File: config.mk
export PLATFORM = sky130hd
export DESIGN_NAME = keyed_entry_table
export DESIGN_NICKNAME = d
export VERILOG_FILES = /design/src/rtl/ket_pkg.sv /design/src/rtl/keyed_entry_table.sv /design/src/rtl/ket_ram.sv /design/src/rtl/ket_seq.sv
export SDC_FILE = /design/constraint.sdc
export NUM_CORES = 1
export LEC_CHECK = 0
export BUFFER_PORTS_ARGS = -buffer_cell sky130_fd_sc_hd__buf_2
export CAP_MARGIN = 20
export CORE_MARGIN = 1.5
export CORE_UTILIZATION = 40
export CTS_CLUSTER_SIZE = 28
export DETAILED_ROUTE_END_ITERATION = 8
export GPL_ROUTABILITY_DRIVEN = 0
export PLACE_DENSITY = 0.59
export SYNTH_ARGS = -nofsm -noshare
export SYNTH_HDL_FRONTEND = slang
export SYNTH_SLANG_ARGS = --single-unit
File: constraint.sdc
create_clock -name clk -period 6.7 [get_ports clk]
set_input_delay 0.67 -clock clk [delete_from_list [all_inputs] [get_ports clk]]
set_output_delay 0.67 -clock clk [all_outputs]
set_load 0.01 [all_outputs]
File: src/rtl/ket_pkg.sv
`default_nettype none

package ket_pkg;

    localparam int FIELD_BITS = 32;

    typedef enum logic
    {
        CMD_LOOKUP = 1'b0,
        CMD_UPDATE = 1'b1
    } cmd_t;

    typedef enum logic [1:0]
    {
        STATUS_DONE     = 2'd0,
        STATUS_APPENDED = 2'd1,
        STATUS_FULL     = 2'd2
    } status_t;

    typedef struct packed
    {
        logic rd_en;
        logic key_we;
        logic pay_we;
    } mem_ctl_t;

endpackage

`default_nettype wire

File: src/rtl/keyed_entry_table.sv
// Channel | Dir | Fields (low bit first)
// s_*     | in  | tuser: command; tdata: search_key, entry_payload
// m_*     | out | tuser: hit, status; tdata: result_key, result_payload
//
// One request is taken at a time; s_tready is low from accept until the
// result transfer completes. A request with a nonzero key walks the used
// entries one per cycle through the key RAM read port and stops at the
// first matching entry or after the last used entry; a zero key goes
// straight to the result. Reset empties the table by clearing the fill count.
// A stalled m_tready holds the result and the block.
`default_nettype none

module keyed_entry_table #(
    parameter int ENTRIES      = 16,
    parameter int KEY_BITS     = 32,
    parameter int PAYLOAD_BITS = 32
) (
    input  wire logic        clk,
    input  wire logic        rst_n,
    input  wire logic        s_tvalid,
    output logic             s_tready,
    input  wire logic [63:0] s_tdata,  // search_key, entry_payload
    input  wire logic        s_tuser,  // command
    output logic             m_tvalid,
    input  wire logic        m_tready,
    output logic      [63:0] m_tdata,  // result_key, result_payload
    output logic      [2:0]  m_tuser   // hit, status
);

    localparam int IW = $clog2(ENTRIES);

    ket_pkg::mem_ctl_t       mem_ctl;
    logic [IW-1:0]           rd_addr;
    logic [IW-1:0]           wr_addr;
    logic [KEY_BITS-1:0]     key_wdata;
    logic [KEY_BITS-1:0]     key_rdata;
    logic [PAYLOAD_BITS-1:0] pay_wdata;
    logic [PAYLOAD_BITS-1:0] pay_rdata;
    logic                    out_hit;
    logic [31:0]             out_key;
    logic [31:0]             out_payload;
    ket_pkg::status_t        out_status;
    ket_pkg::cmd_t           in_cmd;

    assign in_cmd = ket_pkg::cmd_t'(s_tuser);

    ket_seq #(
        .ENTRIES      (ENTRIES),
        .KEY_BITS     (KEY_BITS),
        .PAYLOAD_BITS (PAYLOAD_BITS)
    ) u_seq (
        .clk         (clk),
        .rst_n       (rst_n),
        .in_valid    (s_tvalid),
        .in_ready    (s_tready),
        .in_cmd      (in_cmd),
        .in_key      (s_tdata[31:0]),
        .in_payload  (s_tdata[63:32]),
        .out_valid   (m_tvalid),
        .out_ready   (m_tready),
        .out_hit     (out_hit),
        .out_key     (out_key),
        .out_payload (out_payload),
        .out_status  (out_status),
        .mem_ctl     (mem_ctl),
        .rd_addr     (rd_addr),
        .wr_addr     (wr_addr),
        .key_wdata   (key_wdata),
        .pay_wdata   (pay_wdata),
        .key_rdata   (key_rdata),
        .pay_rdata   (pay_rdata)
    );

    ket_ram #(
        .WIDTH (KEY_BITS),
        .DEPTH (ENTRIES)
    ) u_key_ram (
        .clk   (clk),
        .we    (mem_ctl.key_we),
        .waddr (wr_addr),
        .wdata (key_wdata),
        .re    (mem_ctl.rd_en),
        .raddr (rd_addr),
        .rdata (key_rdata)
    );

    ket_ram #(
        .WIDTH (PAYLOAD_BITS),
        .DEPTH (ENTRIES)
    ) u_pay_ram (
        .clk   (clk),
        .we    (mem_ctl.pay_we),
        .waddr (wr_addr),
        .wdata (pay_wdata),
        .re    (mem_ctl.rd_en),
        .raddr (rd_addr),
        .rdata (pay_rdata)
    );

    assign m_tdata = {out_payload, out_key};
    assign m_tuser = {out_status, out_hit};

endmodule

`default_nettype wire

File: src/rtl/ket_ram.sv
`default_nettype none

module ket_ram #(
    parameter int WIDTH = 32,
    parameter int DEPTH = 16
) (
    input  wire logic                     clk,
    input  wire logic                     we,
    input  wire logic [$clog2(DEPTH)-1:0] waddr,
    input  wire logic [WIDTH-1:0]         wdata,
    input  wire logic                     re,
    input  wire logic [$clog2(DEPTH)-1:0] raddr,
    output logic      [WIDTH-1:0]         rdata
);

    logic [WIDTH-1:0] mem [DEPTH];

    always_ff @(posedge clk)
    begin
        if (we)
        begin
            mem[waddr] <= wdata;
        end
        if (re)
        begin
            rdata <= mem[raddr];
        end
    end

endmodule

`default_nettype wire

File: src/rtl/ket_seq.sv
`default_nettype none

module ket_seq #(
    parameter int ENTRIES      = 16,
    parameter int KEY_BITS     = 32,
    parameter int PAYLOAD_BITS = 32
) (
    input  wire logic                                clk,
    input  wire logic                                rst_n,
    input  wire logic                                in_valid,
    output logic                                     in_ready,
    input  wire ket_pkg::cmd_t                       in_cmd,
    input  wire logic [ket_pkg::FIELD_BITS-1:0]      in_key,
    input  wire logic [ket_pkg::FIELD_BITS-1:0]      in_payload,
    output logic                                     out_valid,
    input  wire logic                                out_ready,
    output logic                                     out_hit,
    output logic      [ket_pkg::FIELD_BITS-1:0]      out_key,
    output logic      [ket_pkg::FIELD_BITS-1:0]      out_payload,
    output ket_pkg::status_t                         out_status,
    output ket_pkg::mem_ctl_t                        mem_ctl,
    output logic      [$clog2(ENTRIES)-1:0]          rd_addr,
    output logic      [$clog2(ENTRIES)-1:0]          wr_addr,
    output logic      [KEY_BITS-1:0]                 key_wdata,
    output logic      [PAYLOAD_BITS-1:0]             pay_wdata,
    input  wire logic [KEY_BITS-1:0]                 key_rdata,
    input  wire logic [PAYLOAD_BITS-1:0]             pay_rdata
);

    localparam int IW = $clog2(ENTRIES);
    localparam int CW = $clog2(ENTRIES + 1);

    typedef enum logic [1:0]
    {
        S_IDLE,
        S_SCAN,
        S_RESP
    } state_t;

    state_t                    state_reg;
    ket_pkg::cmd_t             cmd_reg;
    logic [KEY_BITS-1:0]       key_reg;
    logic [PAYLOAD_BITS-1:0]   pay_reg;
    logic [CW-1:0]             scan_idx_reg;
    logic [IW-1:0]             last_idx_reg;
    logic                      cmp_valid_reg;
    logic [CW-1:0]             fill_cnt_reg;
    logic                      hit_reg;
    logic [ket_pkg::FIELD_BITS-1:0] rkey_reg;
    logic [ket_pkg::FIELD_BITS-1:0] rpay_reg;
    ket_pkg::status_t          status_reg;

    logic [KEY_BITS-1:0]       in_key_trim;
    logic                      scanning;
    logic                      match;
    logic                      at_end;
    logic                      full;
    logic                      is_update;

    assign in_key_trim = KEY_BITS'(in_key);
    assign scanning  = (state_reg == S_SCAN);
    assign match     = scanning && cmp_valid_reg && (key_rdata == key_reg);
    assign at_end    = scanning && !match && (scan_idx_reg == fill_cnt_reg);
    assign full      = (fill_cnt_reg == CW'(ENTRIES));
    assign is_update = (cmd_reg == ket_pkg::CMD_UPDATE);

    always_comb
    begin
        mem_ctl.rd_en  = scanning && !match && !at_end;
        mem_ctl.key_we = at_end && is_update && !full;
        mem_ctl.pay_we = (at_end && is_update && !full) || (match && is_update);
    end

    assign rd_addr   = scan_idx_reg[IW-1:0];
    assign wr_addr   = match ? last_idx_reg : fill_cnt_reg[IW-1:0];
    assign key_wdata = key_reg;
    assign pay_wdata = pay_reg;

    assign in_ready    = (state_reg == S_IDLE);
    assign out_valid   = (state_reg == S_RESP);
    assign out_hit     = hit_reg;
    assign out_key     = rkey_reg;
    assign out_payload = rpay_reg;
    assign out_status  = status_reg;

    always_ff @(posedge clk or negedge rst_n)
    begin
        if (!rst_n)
        begin
            state_reg     <= S_IDLE;
            fill_cnt_reg  <= '0;
            cmp_valid_reg <= 1'b0;
        end
        else
        begin
            unique case (state_reg)
                S_IDLE:
                begin
                    if (in_valid)
                    begin
                        cmd_reg       <= in_cmd;
                        key_reg       <= in_key_trim;
                        pay_reg       <= PAYLOAD_BITS'(in_payload);
                        scan_idx_reg  <= '0;
                        cmp_valid_reg <= 1'b0;
                        hit_reg       <= 1'b0;
                        rkey_reg      <= '0;
                        rpay_reg      <= '0;
                        status_reg    <= ket_pkg::STATUS_DONE;
                        if (in_key_trim == '0)
                        begin
                            state_reg <= S_RESP;
                        end
                        else
                        begin
                            state_reg <= S_SCAN;
                        end
                    end
                end
                S_SCAN:
                begin
                    if (match)
                    begin
                        hit_reg <= 1'b1;
                        if (!is_update)
                        begin
                            rkey_reg <= ket_pkg::FIELD_BITS'(key_rdata);
                            rpay_reg <= ket_pkg::FIELD_BITS'(pay_rdata);
                        end
                        cmp_valid_reg <= 1'b0;
                        state_reg     <= S_RESP;
                    end
                    else if (at_end)
                    begin
                        if (is_update)
                        begin
                            if (full)
                            begin
                                status_reg <= ket_pkg::STATUS_FULL;
                            end
                            else
                            begin
                                status_reg   <= ket_pkg::STATUS_APPENDED;
                                fill_cnt_reg <= fill_cnt_reg + CW'(1);
                            end
                        end
                        cmp_valid_reg <= 1'b0;
                        state_reg     <= S_RESP;
                    end
                    else
                    begin
                        // advance: entry at scan_idx is compared next cycle
                        last_idx_reg  <= scan_idx_reg[IW-1:0];
                        scan_idx_reg  <= scan_idx_reg + CW'(1);
                        cmp_valid_reg <= 1'b1;
                    end
                end
                S_RESP:
                begin
                    if (out_ready)
                    begin
                        state_reg <= S_IDLE;
                    end
                end
                default:
                begin
                    state_reg <= S_IDLE;
                end
            endcase
        end
    end

    a_fill_bound: assert property (@(posedge clk) disable iff (!rst_n)
        fill_cnt_reg <= CW'(ENTRIES))
        else $error("fill count beyond table size");

    a_append_not_full: assert property (@(posedge clk) disable iff (!rst_n)
        mem_ctl.key_we |-> (fill_cnt_reg < CW'(ENTRIES)))
        else $error("key written into a full table");

    a_append_counts: assert property (@(posedge clk) disable iff (!rst_n)
        mem_ctl.key_we |=> (fill_cnt_reg == $past(fill_cnt_reg) + CW'(1)))
        else $error("append did not grow fill count");

    a_read_in_use: assert property (@(posedge clk) disable iff (!rst_n)
        mem_ctl.rd_en |-> (scan_idx_reg < fill_cnt_reg))
        else $error("read past used entries");

    a_write_exclusive: assert property (@(posedge clk) disable iff (!rst_n)
        (mem_ctl.key_we || mem_ctl.pay_we) |-> !mem_ctl.rd_en && is_update)
        else $error("write outside update finish");

endmodule

`default_nettype wire
==> impl_metrics.json, run 1 <==
{
  "status": "complete, no violations",
  "clk_pin_slew_ns": 0.06,
  "start_util_pct": 40.5,
  "cp.arrival_ns": 4.95,
  "finalClockSkew_ns": 0.0247,
  "cts_buffers": 121,
  "fin_tns_setup_ns": 0,
  "drive_above_1_share_pct": 22.8,
  "synth_common_cells": "1229 x edfxtp_1, 192 x mux2i_1, 132 x o21ai_0",
  "ff2ff_setup_slack_ns": 2.16,
  "ctsLongestPathBuffers": 3,
  "place_area_mm2": 0.0501,
  "drt_wl_total_mm": 111,
  "cp-end-kind": "flop",
  "clock_sinks": 1237,
  "syn_inst": 2390,
  "ys_ff_latch": 1237,
  "fin_nets": 2660,
  "tritoncts": "built",
  "maxCapViolCount": 0,
  "fin_ws_ns": 2.16,
  "worst_slew_pin_slew_ns": 1.12,
  "ir_worst_vdd_mv": 0.251,
  "drv_slew": 0,
  "portBuffers": 137,
  "cellPowerDensity_mw_per_mm2": 360,
  "synth_area_leader_cell": "edfxtp_1",
  "post-route-min-period_ns": 4.54,
  "synth.area.top_cells": "edfxtp_1 78%, mux4_2 6.1%, mux2i_1 4.1%",
  "die_h_um": 346,
  "cpPeakStageDelay_ns": 0.61,
  "drcViolationCount": 0,
  "antenna_found_initial": 4,
  "fin_area_mm2": 0.0540,
  "timing.fmax_mhz": 220,
  "synth_edf_count": 1229,
  "path_cells": "nand2b_4 > clkinv_2 > buf_4 > nand3_1 > or4_4 > o31ai_4 > buf_4 > nor3_2 > buf_4",
  "h-tree-depth": 3,
  "area.growth.synth_to_final_pct": 14.6,
  "synth_top_area_share_pct": 78.3,
  "clock-root-buffer": "clkbuf_16",
  "pin_count": 138,
  "setup_viol": 0,
  "first_pass_iters": 5,
  "startpoint": "u_seq.state_reg[0]$_DFFE_PN0P_",
  "critPathKind": "reg -> reg",
  "rr_startpoint": "u_seq.state_reg[0]$_DFFE_PN0P_",
  "syn_area_per_cell_um2": 19.7,
  "die_x_um": 346,
  "cts_resized": 0,
  "clock_latency_ns": 0.71,
  "start_kind": "flop",
  "ys.flop_type": "edfxtp_1",
  "critical-path-slowest-cell": "buf_4",
  "grt_pass1_wl_mm": 161,
  "rr_endpoint": "u_key_ram.mem[3][26]$_DFFE_PP_",
  "largest_registers": "u_key_ram.mem x512, u_pay_ram.mem x512",
  "num_vias": 23400,
  "coreArea_mm2": 0.117,
  "rsz0062_at_grt": "no",
  "cpMostUsedCell": "buf_4",
  "hold_path_class": "in -> reg",
  "synthesis.nets": 2462,
  "cts_hold_buffers": 1,
  "yosysMostFrequentCell": "edfxtp_1",
  "reg2reg_depth": 9,
  "drt_iter0_drc": 2238,
  "avgRoutedWirePerCell_um": 26.3,
  "synthArstFlopShare_pct": 0.647,
  "grt_start_max_net_pins": 111,
  "min_period_over_period_pct": 67.7,
  "viasPerCell": 5.55,
  "cp_data_required_time_ns": 7.12,
  "row_count": 125,
  "num_antenna_cells": 0,
  "grt_pass1_vias": 24000,
  "overflow": 0,
  "yosys_warnings": 0,
  "die_area_mm2": 0.120,
  "post_cts_buffers": 0,
  "syn-cell-area_mm2": 0.0471,
  "power_leakage_nw": 17.4,
  "critPathMaxFanout": 40,
  "slew_headroom_pct": 24.9,
  "post-dp-hpwl_mm": 62.3,
  "yosysSeqAreaShare_pct": 78.7,
  "yosysUniqueCellTypes": 46,
  "endpoint": "u_key_ram.mem[3][26]$_DFFE_PP_",
  "pre_cts_slack_ns": 2.14,
  "track_usage_pct": 18.3,
  "hold_viol": 0,
  "ant_nets": 0
}
==> cell type report <==
type,instances,area [um^2]
clock inverter,76,706
multi-input combinational,1024,9900
sequential,1237,37100
clock buffer,145,3160
fill,9645,62500
inverter,4,16.3
tap,1524,1910
timing repair buffer,200,1220
==> metal layers <==
layer | track usage (%) | share of wire [%]
met2 | 29.4 | 48
met4 | 5.22 | 2.5
met5 | 0 | 0.012
met1 | 25.5 | 43
met3 | 3.34 | 6.5
==> worst min-delay path by stage <==
stage	from	end	slack (ns)	depth (start not counted)
2_1_floorplan	rst_n	u_seq.cmp_valid_reg$_DFFE_PN0P_	0.37	0
3_3_place_gp	u_pay_ram.rdata[3]$_DFFE_PP_	u_seq.out_payload[3]$_SDFFCE_PP0P_	0.53	1
3_5_place_dp	u_pay_ram.rdata[30]$_DFFE_PP_	u_seq.out_payload[30]$_SDFFCE_PP0P_	0.52	1
4_1_cts	s_tdata[51]	u_seq.pay_wdata[19]$_DFFE_PP_	0.09	1
5_1_grt	s_tdata[52]	u_seq.pay_wdata[20]$_DFFE_PP_	0.10	1
6_report	s_tdata[51]	u_seq.pay_wdata[19]$_DFFE_PP_	0.14	1
==> critical path, delay by kind of cell (launching register included) <==
kind / cells / cell delay, ns
flops: 1 / 0.54
compound gates: 1 / 0.54
buf+inv: 4 / 1.99
simple gates: 4 / 1.10
==> layout by cell type (no fill, tap or decap), types with 5 or more instances in the layout <==
master	n
nor2_1	12
buf_4	56
a221oi_1	64
clkinv_1	22
dfrtp_1	8
mux2_2	64
and2_1	67
edfxtp_1	1229
nand2b_1	6
clkinv_2	31
nor4_1	8
nor3_1	5
a22oi_1	64
clkbuf_1	22
mux4_2	128
a21oi_1	65
clkbuf_16	123
o21ai_0	131
nand2_1	84
nand3_1	10
nand4_1	10
bufinv_16	11
o32ai_4	16
nor3_2	16
xor2_1	6
mux2i_1	192
buf_2	137
inv_6	5
xnor2_1	38
==> through the flow <==
stage | utilization [%] | hold slack, ns | instances | total power, mW
after global placement | 43.0 | 0.525 | 3985 | 13.0
after detailed placement | 43.0 | 0.518 | 3986 | 13.0
after CTS | 46.3 | 0.0875 | 4208 | 19.6
final | 46.4 | 0.136 | 4210 | 19.5
after floorplan | - | 0.374 | 2390 | 11.7
after global routing | 46.4 | 0.101 | 4210 | 20.2
==> power by group <==
part	switching [mW]	internal, mW	total (mW)	leakage [nW]
clock	2.84	3.78	6.62	1.91
combinational	2.08	1.22	3.30	4.25
sequential	0.378	9.15	9.53	11.2
total	5.31	14.1	19.5	17.4
==> cell families (layout without fill, tap and decap cells) <==
family,count (synthesis),count (layout),synth area share [%]
AO/OA/AOI/OAI,350,350,4.78
XOR/XNOR,44,44,0.817
adder cells (fa/ha/maj),3,3,0.0796
buffers and inverters,129,425,1.20
flip-flops,1237,1237,78.7
multiplexers,385,385,11.7
AND/OR/NAND/NOR,242,242,2.66
Power figures use the tool's default switching activity.
==> run 2: changes to the inputs <==
==> constraint.sdc (replaced) <==
create_clock -name clk -period 4.4 [get_ports clk]
set_input_delay 0.44 -clock clk [delete_from_list [all_inputs] [get_ports clk]]
set_output_delay 0.44 -clock clk [all_outputs]
set_load 0.01 [all_outputs]
==> run 2 against run 1 <==
Effect of this change: clock skew decreased by 0.0012 ns; die area unchanged; highest routed layer unchanged; core utilization increased by 0.66 points; first-iteration DRC count increased by 15%; critical endpoint is now u_pay_ram.mem[8][28]$_DFFE_PP_; critical path type unchanged; cell area increased by 1.4%; hold slack got worse by 0.094 ns; total power increased by 54%; sequential share of layout area decreased by 0.97 points.
==> impl_metrics.json, run 2 (synthesized netlist as in run 1, its figures left out) <==
{
  "status": "complete, no violations",
  "post-route-min-period_ns": 3.86,
  "cts_buffers": 119,
  "cp-end-kind": "flop",
  "overflow": 0,
  "timing.hold.ws_ns": 0.0411,
  "critPathKind": "reg -> reg",
  "timing.fmax_mhz": 259,
  "cp.buffers_inverters": 2,
  "start_util_pct": 40.5,
  "fin_area_mm2": 0.0548,
  "grt_pass1_wl_mm": 166,
  "critical-path-slowest-cell": "edfxtp_1",
  "hold_path_class": "in -> reg",
  "drt_wl_total_mm": 115,
  "place_area_mm2": 0.0503,
  "ir_worst_vdd_mv": 0.453,
  "total_power_mw": 30.0,
  "path_depth": 7,
  "slew_headroom_pct": 29.4,
  "clock_latency_ns": 0.69,
  "reg2reg_depth": 7,
  "instances_no_fill": 4278,
  "grt_start_max_net_pins": 140,
  "ctsLongestPathBuffers": 3,
  "antenna_found_initial": 4,
  "drv_slew": 0,
  "crit_family": "simple AND/OR/NAND/NOR gates",
  "holdPathStages": 1,
  "rsz0062_at_grt": "no",
  "critPathMaxFanout": 17,
  "setup_viol": 0,
  "final_common_cell": "edfxtp_1",
  "row_count": 125,
  "area.growth.synth_to_final_pct": 16.2,
  "drt_iter0_drc": 2566,
  "clock-root-buffer": "clkbuf_16",
  "grt-busiest-layer": "met2",
  "drive_above_1_share_pct": 22.7,
  "clk_pin_slew_ns": 0.06,
  "finalClockSkew_ns": 0.0236,
  "pin_count": 138,
  "ant_nets": 0,
  "hold_viol": 0,
  "cpMostUsedCell": "buf_4",
  "cellPowerDensity_mw_per_mm2": 547,
  "post-place-cells": 4005,
  "num_vias": 23800,
  "first_pass_iters": 5,
  "viasPerCell": 5.56,
  "fin_nets": 2730,
  "min_period_over_period_pct": 87.8,
  "largest_registers": "u_key_ram.mem x512, u_pay_ram.mem x512",
  "cts_resized": 0,
  "globalRouteMet2Util_pct": 30.7,
  "die_h_um": 346,
  "met1_usage_pct": 26.3,
  "clock_sinks": 1237,
  "die_area_mm2": 0.120,
  "start_kind": "flop",
  "cpPeakStageDelay_ns": 0.60,
  "post-dp-hpwl_mm": 67.4,
  "tritoncts": "built",
  "avgRoutedWirePerCell_um": 26.9,
  "maxCapViolCount": 0,
  "layout_common_cells": "1229 x edfxtp_1, 192 x mux2i_1, 137 x buf_2",
  "gr-usage-met3_pct": 3.57,
  "grt_pass1_vias": 24200,
  "cp_data_required_time_ns": 4.78,
  "h-tree-depth": 3,
  "track_usage_pct": 19.0,
  "path_cells": "xnor2_1 > nand4_1 > or4_4 > or3_1 > buf_4 > o32ai_4 > buf_4",
  "power_leakage_nw": 17.7,
  "worst_slew_pin_slew_ns": 1.06,
  "coreArea_mm2": 0.117,
  "portBuffers": 137,
  "cp.arrival_ns": 4.24,
  "die_x_um": 346,
  "drcViolationCount": 0
}
## run 2: cell count changes in the layout (fill, tap and decap cells not counted), moves of 4 or more
cell,before,now
clkinv_8,4,0
bufinv_16,11,17
clkinv_2,31,22
dlygate4sd3_1,1,56
buf_4,56,71
## run 2: final cells by class
| class | count | area, um^2 |
|---|---|---|
| Timing Repair Buffer | 272 | 1930 |
| Multi-Input combinational cell | 1024 | 9890 |
| Clock inverter | 74 | 801 |
| Clock buffer | 142 | 3130 |
| Tap cell | 1524 | 1910 |
| Antenna cell | 1 | 2.50 |
| Inverter | 4 | 16.3 |
| Fill cell | 9530 | 61700 |
| Sequential cell | 1237 | 37100 |
## run 2: layer usage
| layer | up-vias | share of wire [%] |
|---|---|---|
| met2 | 862 | 48 |
| met1 | 12400 | 42 |
| met4 | 2 | 2.5 |
| met5 | - | 0.0078 |
| li1 | 10300 | - |
| met3 | 174 | 7.1 |
## run 2: path summary, 6_finish.rpt
| check | to | start | slack (ns) |
|---|---|---|---|
| worst max-delay path | u_pay_ram.mem[8][28]$_DFFE_PP_ | u_seq.key_wdata[2]$_DFFE_PP_ | 0.54 |
| worst min-delay path | u_seq.key_wdata[7]$_DFFE_PP_ | s_tdata[7] | 0.04 |
| worst max register to register | u_pay_ram.mem[8][28]$_DFFE_PP_ | u_seq.key_wdata[2]$_DFFE_PP_ | 0.54 |
| worst min register to register | u_seq.out_payload[9]$_SDFFCE_PP0P_ | u_pay_ram.rdata[9]$_DFFE_PP_ | 0.51 |
| max in group asynchronous | u_seq.fill_cnt_reg[3]$_DFFE_PN0P_ | rst_n | 3.93 |
| min in group asynchronous | u_seq.fill_cnt_reg[2]$_DFFE_PN0P_ | rst_n | 0.27 |
## run 2: power breakdown
| group | total, mW | switching [mW] | internal, mW |
|---|---|---|---|
| combinational | 5.29 | 3.36 | 1.93 |
| clock | 10.3 | 4.24 | 6.03 |
| sequential | 14.4 | 0.470 | 13.9 |
## run 2: stage by stage
step | TNS [ns] | utilization, % | worst slack (ns)
after floorplan | -33.51 | - | -0.106
after global placement | 0 | 43.1 | 0.564
after detailed placement | 0 | 43.2 | 0.520
after CTS | 0 | 47.0 | 0.509
after global routing | 0 | 47.0 | 0.375
final | 0 | 47.0 | 0.535
## run 2: timing repair
item                      CTS  global route
setup buffers               0             0
hold endpoints to repair   63             0
hold buffers               56             0
